File: src/rtl/core/hsv2rgb_pkg.sv
package hsv2rgb_pkg;

    // Field widths
    localparam int HUE_W = 9;
    localparam int PCT_W = 7;
    localparam int CH_W  = 8;
    localparam int TRI_W = 6;
    localparam int SEC_W = 3;
    localparam int SV_W  = 14;
    localparam int NUM_W = 20;
    localparam int Y_W   = 28;
    localparam int Z_W   = 22;

    // Pipeline depth, input register to output register
    localparam int STAGES = 7;

    // Channel order
    localparam int CH_NUM   = 3;
    localparam int CH_RED   = 0;
    localparam int CH_GREEN = 1;
    localparam int CH_BLUE  = 2;

    typedef logic [HUE_W-1:0] hue_t;
    typedef logic [PCT_W-1:0] pct_t;
    typedef logic [CH_W-1:0]  chan_t;
    typedef logic [TRI_W-1:0] tri_t;
    typedef logic [SEC_W-1:0] sector_t;
    typedef logic [SV_W-1:0]  sv_t;
    typedef logic [NUM_W-1:0] num_t;
    typedef logic [Y_W-1:0]   y_t;
    typedef logic [Z_W-1:0]   z_t;

    // Percent ceiling
    localparam pct_t PCT_MAX = 7'd100;

    // Scaling: every term is kept over 600000 = 100 * 100 * 60
    localparam logic [5:0]  SV_TO_NUM  = 6'd60;
    localparam logic [12:0] VAL_TO_NUM = 13'd6000;
    localparam num_t        NUM_DEN    = 20'd600000;
    localparam y_t          ROUND_HALF = 28'd300000;

    // Divide by 600000 as a shift by 6, then by 9375 through a reciprocal
    localparam int            DIV_SHIFT   = 6;
    localparam logic [13:0]   DIV_ODD     = 14'd9375;
    localparam int            RECIP_SHIFT = 32;
    localparam logic [18:0]   RECIP       = 19'd458129;
    localparam int            PROD_W      = Z_W + 19;

    // Hue sectors of 60 degrees
    localparam sector_t SEC_RY = 3'd0;
    localparam sector_t SEC_YG = 3'd1;
    localparam sector_t SEC_GC = 3'd2;
    localparam sector_t SEC_CB = 3'd3;
    localparam sector_t SEC_BM = 3'd4;
    localparam sector_t SEC_MR = 3'd5;

    // Sector of a hue; a full turn or more stays in the last sector
    function automatic sector_t hue_sector(hue_t hue);
        sector_t s;
        if (hue >= 9'd300)
            s = SEC_MR;
        else if (hue >= 9'd240)
            s = SEC_BM;
        else if (hue >= 9'd180)
            s = SEC_CB;
        else if (hue >= 9'd120)
            s = SEC_GC;
        else if (hue >= 9'd60)
            s = SEC_YG;
        else
            s = SEC_RY;
        return s;
    endfunction

    // Triangle weight 60 - |(hue mod 120) - 60|
    function automatic tri_t hue_tri(hue_t hue);
        hue_t h120;
        tri_t w;
        if (hue >= 9'd480)
            h120 = hue - 9'd480;
        else if (hue >= 9'd360)
            h120 = hue - 9'd360;
        else if (hue >= 9'd240)
            h120 = hue - 9'd240;
        else if (hue >= 9'd120)
            h120 = hue - 9'd120;
        else
            h120 = hue;
        if (h120 < 9'd60)
            w = h120[TRI_W-1:0];
        else
            w = 6'(9'd120 - h120);
        return w;
    endfunction

endpackage

File: src/rtl/core/hsv_pix_if.sv
interface hsv_pix_if;
    logic                valid;
    logic                ready;
    hsv2rgb_pkg::hue_t   hue;
    hsv2rgb_pkg::pct_t   saturation;
    hsv2rgb_pkg::pct_t   brightness;

    modport source (output valid, output hue, output saturation, output brightness,
                    input ready);
    modport sink   (input valid, input hue, input saturation, input brightness,
                    output ready);
endinterface

File: src/rtl/core/rgb_pix_if.sv
interface rgb_pix_if;
    logic                valid;
    logic                ready;
    hsv2rgb_pkg::chan_t  red;
    hsv2rgb_pkg::chan_t  green;
    hsv2rgb_pkg::chan_t  blue;

    modport source (output valid, output red, output green, output blue, input ready);
    modport sink   (input valid, input red, input green, input blue, output ready);
endinterface

File: src/rtl/core/hsv_to_rgb_converter.sv
// Channel | Dir | Payload                         | Handshake
// hsv     | in  | hue 9b, saturation 7b, bright 7b | valid/ready
// rgb     | out | red 8b, green 8b, blue 8b        | valid/ready
//
// One request per clock while the output is not stalled, through seven register
// stages; an accepted request moves through them in order to the output register.
// Stage 1 clamps and decodes the hue, later stages hold the multiplies and wide adds;
// the last three do the divide by 600000 (shift, reciprocal multiply, one-step correction).
// rst_n clears the stage valid bits only; payload registers are not reset.
// A stage advances when it is empty or the next stage advances, so bubbles
// close up and a stalled output never drops or repeats a request.
module hsv_to_rgb_converter (
    input  logic             clk,
    input  logic             rst_n,
    hsv_pix_if.sink          hsv,
    rgb_pix_if.source        rgb
);
    import hsv2rgb_pkg::*;

    logic [STAGES-1:0] v_reg;
    logic [STAGES-1:0] v_next;
    logic [STAGES-1:0] en;

    // Stage 1: clamped percents, triangle weight, sector
    pct_t    sat_reg;
    pct_t    val1_reg;
    tri_t    tri1_reg;
    sector_t sec1_reg;
    // Stage 2: saturation times value
    sv_t     sv_reg;
    pct_t    val2_reg;
    tri_t    tri2_reg;
    sector_t sec2_reg;
    // Stage 3: chroma, intermediate term, value term
    num_t    c_reg;
    num_t    x_reg;
    num_t    mv_reg;
    sector_t sec3_reg;
    // Stages 4 to 6: per-channel numerator, shifted dividend, estimate
    num_t    num_reg [CH_NUM];
    z_t      z5_reg  [CH_NUM];
    z_t      z6_reg  [CH_NUM];
    chan_t   q6_reg  [CH_NUM];
    // Stage 7: output codes
    chan_t   code_reg [CH_NUM];

    pct_t    sat_clamp;
    pct_t    val_clamp;
    num_t    m_term;
    num_t    route [CH_NUM];
    num_t    num_next [CH_NUM];
    z_t      z_next [CH_NUM];
    chan_t   q_next [CH_NUM];
    z_t      rem [CH_NUM];
    chan_t   code_next [CH_NUM];
    logic [PROD_W-1:0] prod [CH_NUM];
    y_t      y [CH_NUM];
    logic [Z_W+13:0] back [CH_NUM];

    // Advance chain, from the output back to the input
    always_comb
    begin
        en[STAGES-1] = !v_reg[STAGES-1] || rgb.ready;
        for (int i = STAGES - 2; i >= 0; i--)
        begin
            en[i] = !v_reg[i] || en[i+1];
        end
        for (int i = 0; i < STAGES; i++)
        begin
            if (i == 0)
                v_next[i] = en[i] ? hsv.valid : v_reg[i];
            else
                v_next[i] = en[i] ? v_reg[i-1] : v_reg[i];
        end
    end

    assign hsv.ready = en[0];
    assign rgb.valid = v_reg[STAGES-1];
    assign rgb.red   = code_reg[CH_RED];
    assign rgb.green = code_reg[CH_GREEN];
    assign rgb.blue  = code_reg[CH_BLUE];

    always_ff @(posedge clk or negedge rst_n)
    begin
        if (!rst_n)
            v_reg <= '0;
        else
            v_reg <= v_next;
    end

    // Saturate percents above hundred
    assign sat_clamp = (hsv.saturation > PCT_MAX) ? PCT_MAX : hsv.saturation;
    assign val_clamp = (hsv.brightness > PCT_MAX) ? PCT_MAX : hsv.brightness;

    // Route chroma and intermediate term by sector, then add value minus chroma
    always_comb
    begin
        m_term = mv_reg - c_reg;
        case (sec3_reg)
            SEC_RY:
            begin
                route[CH_RED] = c_reg;  route[CH_GREEN] = x_reg; route[CH_BLUE] = '0;
            end
            SEC_YG:
            begin
                route[CH_RED] = x_reg;  route[CH_GREEN] = c_reg; route[CH_BLUE] = '0;
            end
            SEC_GC:
            begin
                route[CH_RED] = '0;     route[CH_GREEN] = c_reg; route[CH_BLUE] = x_reg;
            end
            SEC_CB:
            begin
                route[CH_RED] = '0;     route[CH_GREEN] = x_reg; route[CH_BLUE] = c_reg;
            end
            SEC_BM:
            begin
                route[CH_RED] = x_reg;  route[CH_GREEN] = '0;    route[CH_BLUE] = c_reg;
            end
            default:
            begin
                route[CH_RED] = c_reg;  route[CH_GREEN] = '0;    route[CH_BLUE] = x_reg;
            end
        endcase
        for (int ch = 0; ch < CH_NUM; ch++)
        begin
            num_next[ch] = route[ch] + m_term;
        end
    end

    // Round to nearest: floor((255 * num + 300000) / 600000)
    always_comb
    begin
        for (int ch = 0; ch < CH_NUM; ch++)
        begin
            y[ch]      = {num_reg[ch], 8'd0} - Y_W'(num_reg[ch]) + ROUND_HALF;
            z_next[ch] = y[ch][Y_W-1:DIV_SHIFT];
            prod[ch]   = PROD_W'(z5_reg[ch]) * PROD_W'(RECIP);
            q_next[ch] = prod[ch][RECIP_SHIFT+CH_W-1:RECIP_SHIFT];
            back[ch]   = (Z_W+14)'(q6_reg[ch]) * (Z_W+14)'(DIV_ODD);
            rem[ch]    = z6_reg[ch] - back[ch][Z_W-1:0];
            code_next[ch] = (rem[ch] >= Z_W'(DIV_ODD)) ? q6_reg[ch] + 8'd1 : q6_reg[ch];
        end
    end

    // Payload stages, loaded when their stage advances
    always_ff @(posedge clk)
    begin
        if (en[0])
        begin
            sat_reg  <= sat_clamp;
            val1_reg <= val_clamp;
            tri1_reg <= hue_tri(hsv.hue);
            sec1_reg <= hue_sector(hsv.hue);
        end
        if (en[1])
        begin
            sv_reg   <= SV_W'(sat_reg) * SV_W'(val1_reg);
            val2_reg <= val1_reg;
            tri2_reg <= tri1_reg;
            sec2_reg <= sec1_reg;
        end
        if (en[2])
        begin
            c_reg    <= NUM_W'(sv_reg) * NUM_W'(SV_TO_NUM);
            x_reg    <= NUM_W'(sv_reg) * NUM_W'(tri2_reg);
            mv_reg   <= NUM_W'(val2_reg) * NUM_W'(VAL_TO_NUM);
            sec3_reg <= sec2_reg;
        end
        for (int ch = 0; ch < CH_NUM; ch++)
        begin
            if (en[3])
                num_reg[ch] <= num_next[ch];
            if (en[4])
                z5_reg[ch] <= z_next[ch];
            if (en[5])
            begin
                z6_reg[ch] <= z5_reg[ch];
                q6_reg[ch] <= q_next[ch];
            end
            if (en[6])
                code_reg[ch] <= code_next[ch];
        end
    end

    // Sector code stays within the six sectors
    a_sector_range: assert property (@(posedge clk) disable iff (!rst_n)
        v_reg[0] |-> sec1_reg <= SEC_MR)
        else $error("sector code out of range");

    // Channel numerators never pass the common denominator
    a_num_bound: assert property (@(posedge clk) disable iff (!rst_n)
        v_reg[3] |-> (num_reg[CH_RED] <= NUM_DEN && num_reg[CH_GREEN] <= NUM_DEN
                      && num_reg[CH_BLUE] <= NUM_DEN))
        else $error("channel numerator above full scale");

    // Reciprocal estimate is short by at most one
    a_quot_fix: assert property (@(posedge clk) disable iff (!rst_n)
        v_reg[5] |-> (rem[CH_RED] < Z_W'(2 * DIV_ODD) && rem[CH_GREEN] < Z_W'(2 * DIV_ODD)
                      && rem[CH_BLUE] < Z_W'(2 * DIV_ODD)))
        else $error("quotient estimate off by more than one");

    // A blocked third stage keeps its request, its chroma and its intermediate term
    a_stall_hold: assert property (@(posedge clk) disable iff (!rst_n)
        v_reg[2] && !en[2] |=> v_reg[2] && $stable(c_reg) && $stable(x_reg))
        else $error("stalled stage lost its request");

endmodule

File: src/flat_wrapper.sv
// flat-port wrapper written by rule: the top's interface ports become plain ports
module hsv_to_rgb_converter_flat import hsv2rgb_pkg::*;
  (clk, rst_n, hsv_valid, hsv_hue, hsv_saturation, hsv_brightness, hsv_ready, rgb_valid, rgb_red, rgb_green, rgb_blue, rgb_ready);
  hsv_pix_if hsv_i ();
  rgb_pix_if rgb_i ();
  input  logic clk;
  input  logic rst_n;
  input wire logic [$bits(hsv_i.valid)-1:0] hsv_valid;
  input wire logic [$bits(hsv_i.hue)-1:0] hsv_hue;
  input wire logic [$bits(hsv_i.saturation)-1:0] hsv_saturation;
  input wire logic [$bits(hsv_i.brightness)-1:0] hsv_brightness;
  output wire logic [$bits(hsv_i.ready)-1:0] hsv_ready;
  output wire logic [$bits(rgb_i.valid)-1:0] rgb_valid;
  output wire logic [$bits(rgb_i.red)-1:0] rgb_red;
  output wire logic [$bits(rgb_i.green)-1:0] rgb_green;
  output wire logic [$bits(rgb_i.blue)-1:0] rgb_blue;
  input wire logic [$bits(rgb_i.ready)-1:0] rgb_ready;
  assign hsv_i.valid = hsv_valid;
  assign hsv_i.hue = hsv_hue;
  assign hsv_i.saturation = hsv_saturation;
  assign hsv_i.brightness = hsv_brightness;
  assign hsv_ready = hsv_i.ready;
  assign rgb_valid = rgb_i.valid;
  assign rgb_red = rgb_i.red;
  assign rgb_green = rgb_i.green;
  assign rgb_blue = rgb_i.blue;
  assign rgb_i.ready = rgb_ready;
  hsv_to_rgb_converter u_core (.clk(clk), .rst_n(rst_n), .hsv(hsv_i), .rgb(rgb_i));
endmodule
File: config.mk
export PLATFORM = sky130hd
export DESIGN_NAME = hsv_to_rgb_converter_flat
export DESIGN_NICKNAME = d
export VERILOG_FILES = /design/src/rtl/core/hsv2rgb_pkg.sv /design/src/rtl/core/hsv_pix_if.sv /design/src/rtl/core/rgb_pix_if.sv /design/src/rtl/core/hsv_to_rgb_converter.sv /design/src/flat_wrapper.sv
export SDC_FILE = /design/constraint.sdc
export NUM_CORES = 2
export LEC_CHECK = 0
export BUFFER_PORTS_ARGS = -buffer_cell sky130_fd_sc_hd__buf_2
export CAP_MARGIN = 40
export CORE_MARGIN = 4
export CORE_UTILIZATION = 65
export CTS_CLUSTER_SIZE = 14
export DETAILED_ROUTE_END_ITERATION = 8
export HOLD_SLACK_MARGIN = 0.12
export PLACE_DENSITY = 0.82
export SLEW_MARGIN = 20
export SYNTH_ARGS = -nofsm -noshare
export SYNTH_HDL_FRONTEND = slang
export SYNTH_SLANG_ARGS = --single-unit
export TNS_END_PERCENT = 1
File: constraint.sdc
create_clock -name clk -period 10.6 [get_ports clk]
set_input_delay 1.59 -clock clk [delete_from_list [all_inputs] [get_ports clk]]
set_output_delay 1.59 -clock clk [all_outputs]
set_load 0.02 [all_outputs]
==> out/metrics.json <==
{
  "syn-cell-area_mm2": 0.0542,
  "hold_buffers": 0,
  "synth.yosys.warnings": 0,
  "groute.layer.met2.usage": 0.475,
  "numPortBuffers": 52,
  "grtUsageMet1": 0.347,
  "route.detailed.vias_per_inst": 5.80,
  "mostFrequentLayoutCell": "sky130_fd_sc_hd__inv_1",
  "std_cell_rows": 105,
  "dr.first_iter.drc_count": 2270,
  "r2r-end": "u_core.q6_reg[0][7]",
  "finalWorstPathRequiredPeriod_ns": 7.05,
  "path_class": "flop to flop",
  "routabilityCongestion": 0.930,
  "met3_usage": 0.0376,
  "grt_antenna_before_repair": 0,
  "grt-ovfl-total": 0,
  "wirelength_routed_um": 117000,
  "min_path_type": "flop to flop",
  "initial_core_utilization": 0.658,
  "rsz0062_at_grt": "no",
  "crit_path_max_fanout": 7,
  "number_of_clock_sinks": 357,
  "final_hold_viol_count": 0,
  "period_share": 0.665,
  "totalNegativeSetupSlack_ns": 0,
  "synth-edff-count": 350,
  "via_count_of_the_first_global_routing_pass": 40000,
  "number_of_instances_resized_during_post_cts_repair": 0,
  "slew_headroom": 0.438,
  "worst_ep_arrival_time_ns": 7.48,
  "finalHoldWorstSlack_ns": 0.419,
  "type_of_element_launching_the_critical_path": "flop",
  "numPlacedInstances": 6453,
  "endpoint": "u_core.q6_reg[0][7]",
  "most-common-layout-cells": "sky130_fd_sc_hd__inv_1 (1352), sky130_fd_sc_hd__ha_1 (907), sky130_fd_sc_hd__fa_1 (722)",
  "area.sequential_mm2": 0.0107,
  "skew_pair_late_insertion_delay_ns": 0.63,
  "cap_viol_max_count": 0,
  "die_area_mm2": 0.0881,
  "post-cts-setup-buffers": 0,
  "global_route.peak_usage_layer": "met2",
  "final.fill_count": 5977,
  "actual_slew_at_the_worst_max_slew_pin_ns": 0.822,
  "drcViolationCount": 0,
  "cts.clk_slew.worst_paths_ns": 0.06,
  "nets": 7086,
  "synth_async_sr_flop_share": 0.0196,
  "layout-area-overhead-vs-synth_pct": 5.92,
  "synthesis.instances": 5356,
  "post-synth-top-area-cell": "sky130_fd_sc_hd__fa_1",
  "grt_max_degree": 68,
  "rr_startpoint": "u_core.z5_reg[0][7]",
  "dieWidth_um": 297,
  "final_antenna_net_count": 0,
  "setup.reg_to_reg.worst_slack_ns": 3.55,
  "synth.top_cell.area_share": 0.267,
  "vias": 37900,
  "slew_viol_final": 0,
  "htreeDepth": 2,
  "grt_first_pass_wirelength_um": 197000,
  "final.setup_skew_ns": 0.0565,
  "post_syn_area_per_cell_um2": 10.1,
  "postSynthRegisterBits": 357,
  "cts_root_buffer": "sky130_fd_sc_hd__clkbuf_16",
  "synth.distinct_cells": 82,
  "core-area_mm2": 0.0824,
  "synth_sequential_area_ratio": 0.197,
  "beginning_of_the_critical_path": "u_core.z5_reg[0][7]",
  "insertedDiodeCount": 0,
  "number_of_ports_placed_on_the_die_boundary": 53,
  "multiInputGateArea_mm2": 0.0383,
  "grt_util_all_layers": 0.271,
  "worst-endpoint-required_ns": 11.02,
  "run_status": "finished, final reports clean",
  "cts_inserted_buffers": 44,
  "instances_no_fill": 6535,
  "reg2regPathDepth": 22,
  "mapped_nets": 7012,
  "synth_top_cells_by_area": "sky130_fd_sc_hd__fa_1 (27%), sky130_fd_sc_hd__ha_1 (21%), sky130_fd_sc_hd__edfxtp_1 (19%), sky130_fd_sc_hd__inv_1 (9.4%), sky130_fd_sc_hd__xnor2_1 (2.8%)",
  "setup_viol": 0,
  "die_y_extent_um": 297,
  "synth_flop_cell": "sky130_fd_sc_hd__edfxtp_1",
  "place.detailed.hpwl_um": 96000,
  "max_freq_mhz": 142,
  "endpoint_kind_of_the_worst_setup_timing_path": "flop",
  "clock_tree_from_tritoncts": "built",
  "layout.core_utilization": 0.697,
  "wl_per_cell_um": 18.0,
  "dr.pass1.iters": 6,
  "drive_above_1_share": 0.0331,
  "cts.path.max_buffers": 3
}
## Yosys cell counts (34+ instances only)
cell type and n:
sky130_fd_sc_hd__and2_1 67, sky130_fd_sc_hd__nand3_1 64, sky130_fd_sc_hd__fa_1 722, sky130_fd_sc_hd__and3_1 34
sky130_fd_sc_hd__o21ai_0 131, sky130_fd_sc_hd__nand2b_1 43, sky130_fd_sc_hd__a21oi_1 215, sky130_fd_sc_hd__nand2_1 220
sky130_fd_sc_hd__nor2_1 187, sky130_fd_sc_hd__o21bai_1 41, sky130_fd_sc_hd__xnor2_1 172, sky130_fd_sc_hd__o211ai_1 41
sky130_fd_sc_hd__ha_1 907, sky130_fd_sc_hd__a21o_1 87, sky130_fd_sc_hd__clkbuf_1 37, sky130_fd_sc_hd__edfxtp_1 350
sky130_fd_sc_hd__a22o_1 54, sky130_fd_sc_hd__xor2_1 70, sky130_fd_sc_hd__inv_1 1353, sky130_fd_sc_hd__o21a_1 38
sky130_fd_sc_hd__nor3_1 71
## metal layers
layer | vias up | part of all wire
met5 | - | 0
met4 | 0 | 0.038
met3 | 312 | 0.055
met2 | 1073 | 0.50
met1 | 18600 | 0.41
li1 | 17900 | -
## through the flow
stage	setup slack [ns]	area, µm²
floorplan	3.96	54200
CTS	3.54	57400
global placement	3.67	55800
detailed placement	3.55	55800
global route	3.16	57400
finish	3.55	57400
## kinds of logic (layout without fill, tap and decap cells)
kind of cell	Yosys count	after routing	share of synthesized area
adder cells (fa/ha/maj)	1629	1629	0.476
buffers and inverters	1392	1501	0.0965
AO/OA/AOI/OAI	859	859	0.108
AND/OR/NAND/NOR	858	858	0.0796
flip-flops	357	357	0.197
XOR/XNOR	242	242	0.0391
multiplexers	19	19	0.00367
## layout make-up
cell class,count,share of cell area
multi-input cells,3607,0.667
inverters,1353,0.0885
clock inverters,22,0.00667
flip-flops and latches,357,0.186
repair buffers,67,0.00741
clock buffers,59,0.0207
well taps,1070,0.0233
## worst max-delay path, stage by stage (launching register included)
cell                        delay (ns)
sky130_fd_sc_hd__edfxtp_1         0.55
sky130_fd_sc_hd__inv_1            0.15
sky130_fd_sc_hd__fa_1             0.59
sky130_fd_sc_hd__inv_1            0.08
sky130_fd_sc_hd__fa_1             0.55
sky130_fd_sc_hd__inv_1            0.05
sky130_fd_sc_hd__fa_1             0.46
sky130_fd_sc_hd__fa_1             0.49
sky130_fd_sc_hd__inv_1            0.05
sky130_fd_sc_hd__fa_1             0.47
sky130_fd_sc_hd__inv_1            0.05
sky130_fd_sc_hd__fa_1             0.48
sky130_fd_sc_hd__inv_1            0.04
sky130_fd_sc_hd__ha_1             0.28
sky130_fd_sc_hd__a211oi_1         0.31
sky130_fd_sc_hd__nand2_1          0.08
sky130_fd_sc_hd__a2111oi_0        0.32
sky130_fd_sc_hd__o21ai_0          0.16
sky130_fd_sc_hd__a2111oi_0        0.61
sky130_fd_sc_hd__nor3_1           0.18
sky130_fd_sc_hd__o31ai_1          0.52
sky130_fd_sc_hd__mux2i_1          0.14
sky130_fd_sc_hd__nor4bb_1         0.26
## worst min path at each step
stage                            start                  to  slack [ns]  cells after the start
floorplan           u_core.sec1_reg[0]  u_core.sec2_reg[0]        0.40                      0
global placement    u_core.tri1_reg[5]  u_core.tri2_reg[5]        0.40                      0
detailed placement  u_core.sec2_reg[2]  u_core.sec3_reg[2]        0.40                      0
CTS                 u_core.sec2_reg[2]  u_core.sec3_reg[2]        0.42                      0
global route        u_core.tri1_reg[0]  u_core.tri2_reg[0]        0.42                      0
finish              u_core.sec2_reg[2]  u_core.sec3_reg[2]        0.42                      0
Power is left out: the tool's default activity adds up to more than one toggle a clock period on the data nets, which glitch-free logic cannot reach.
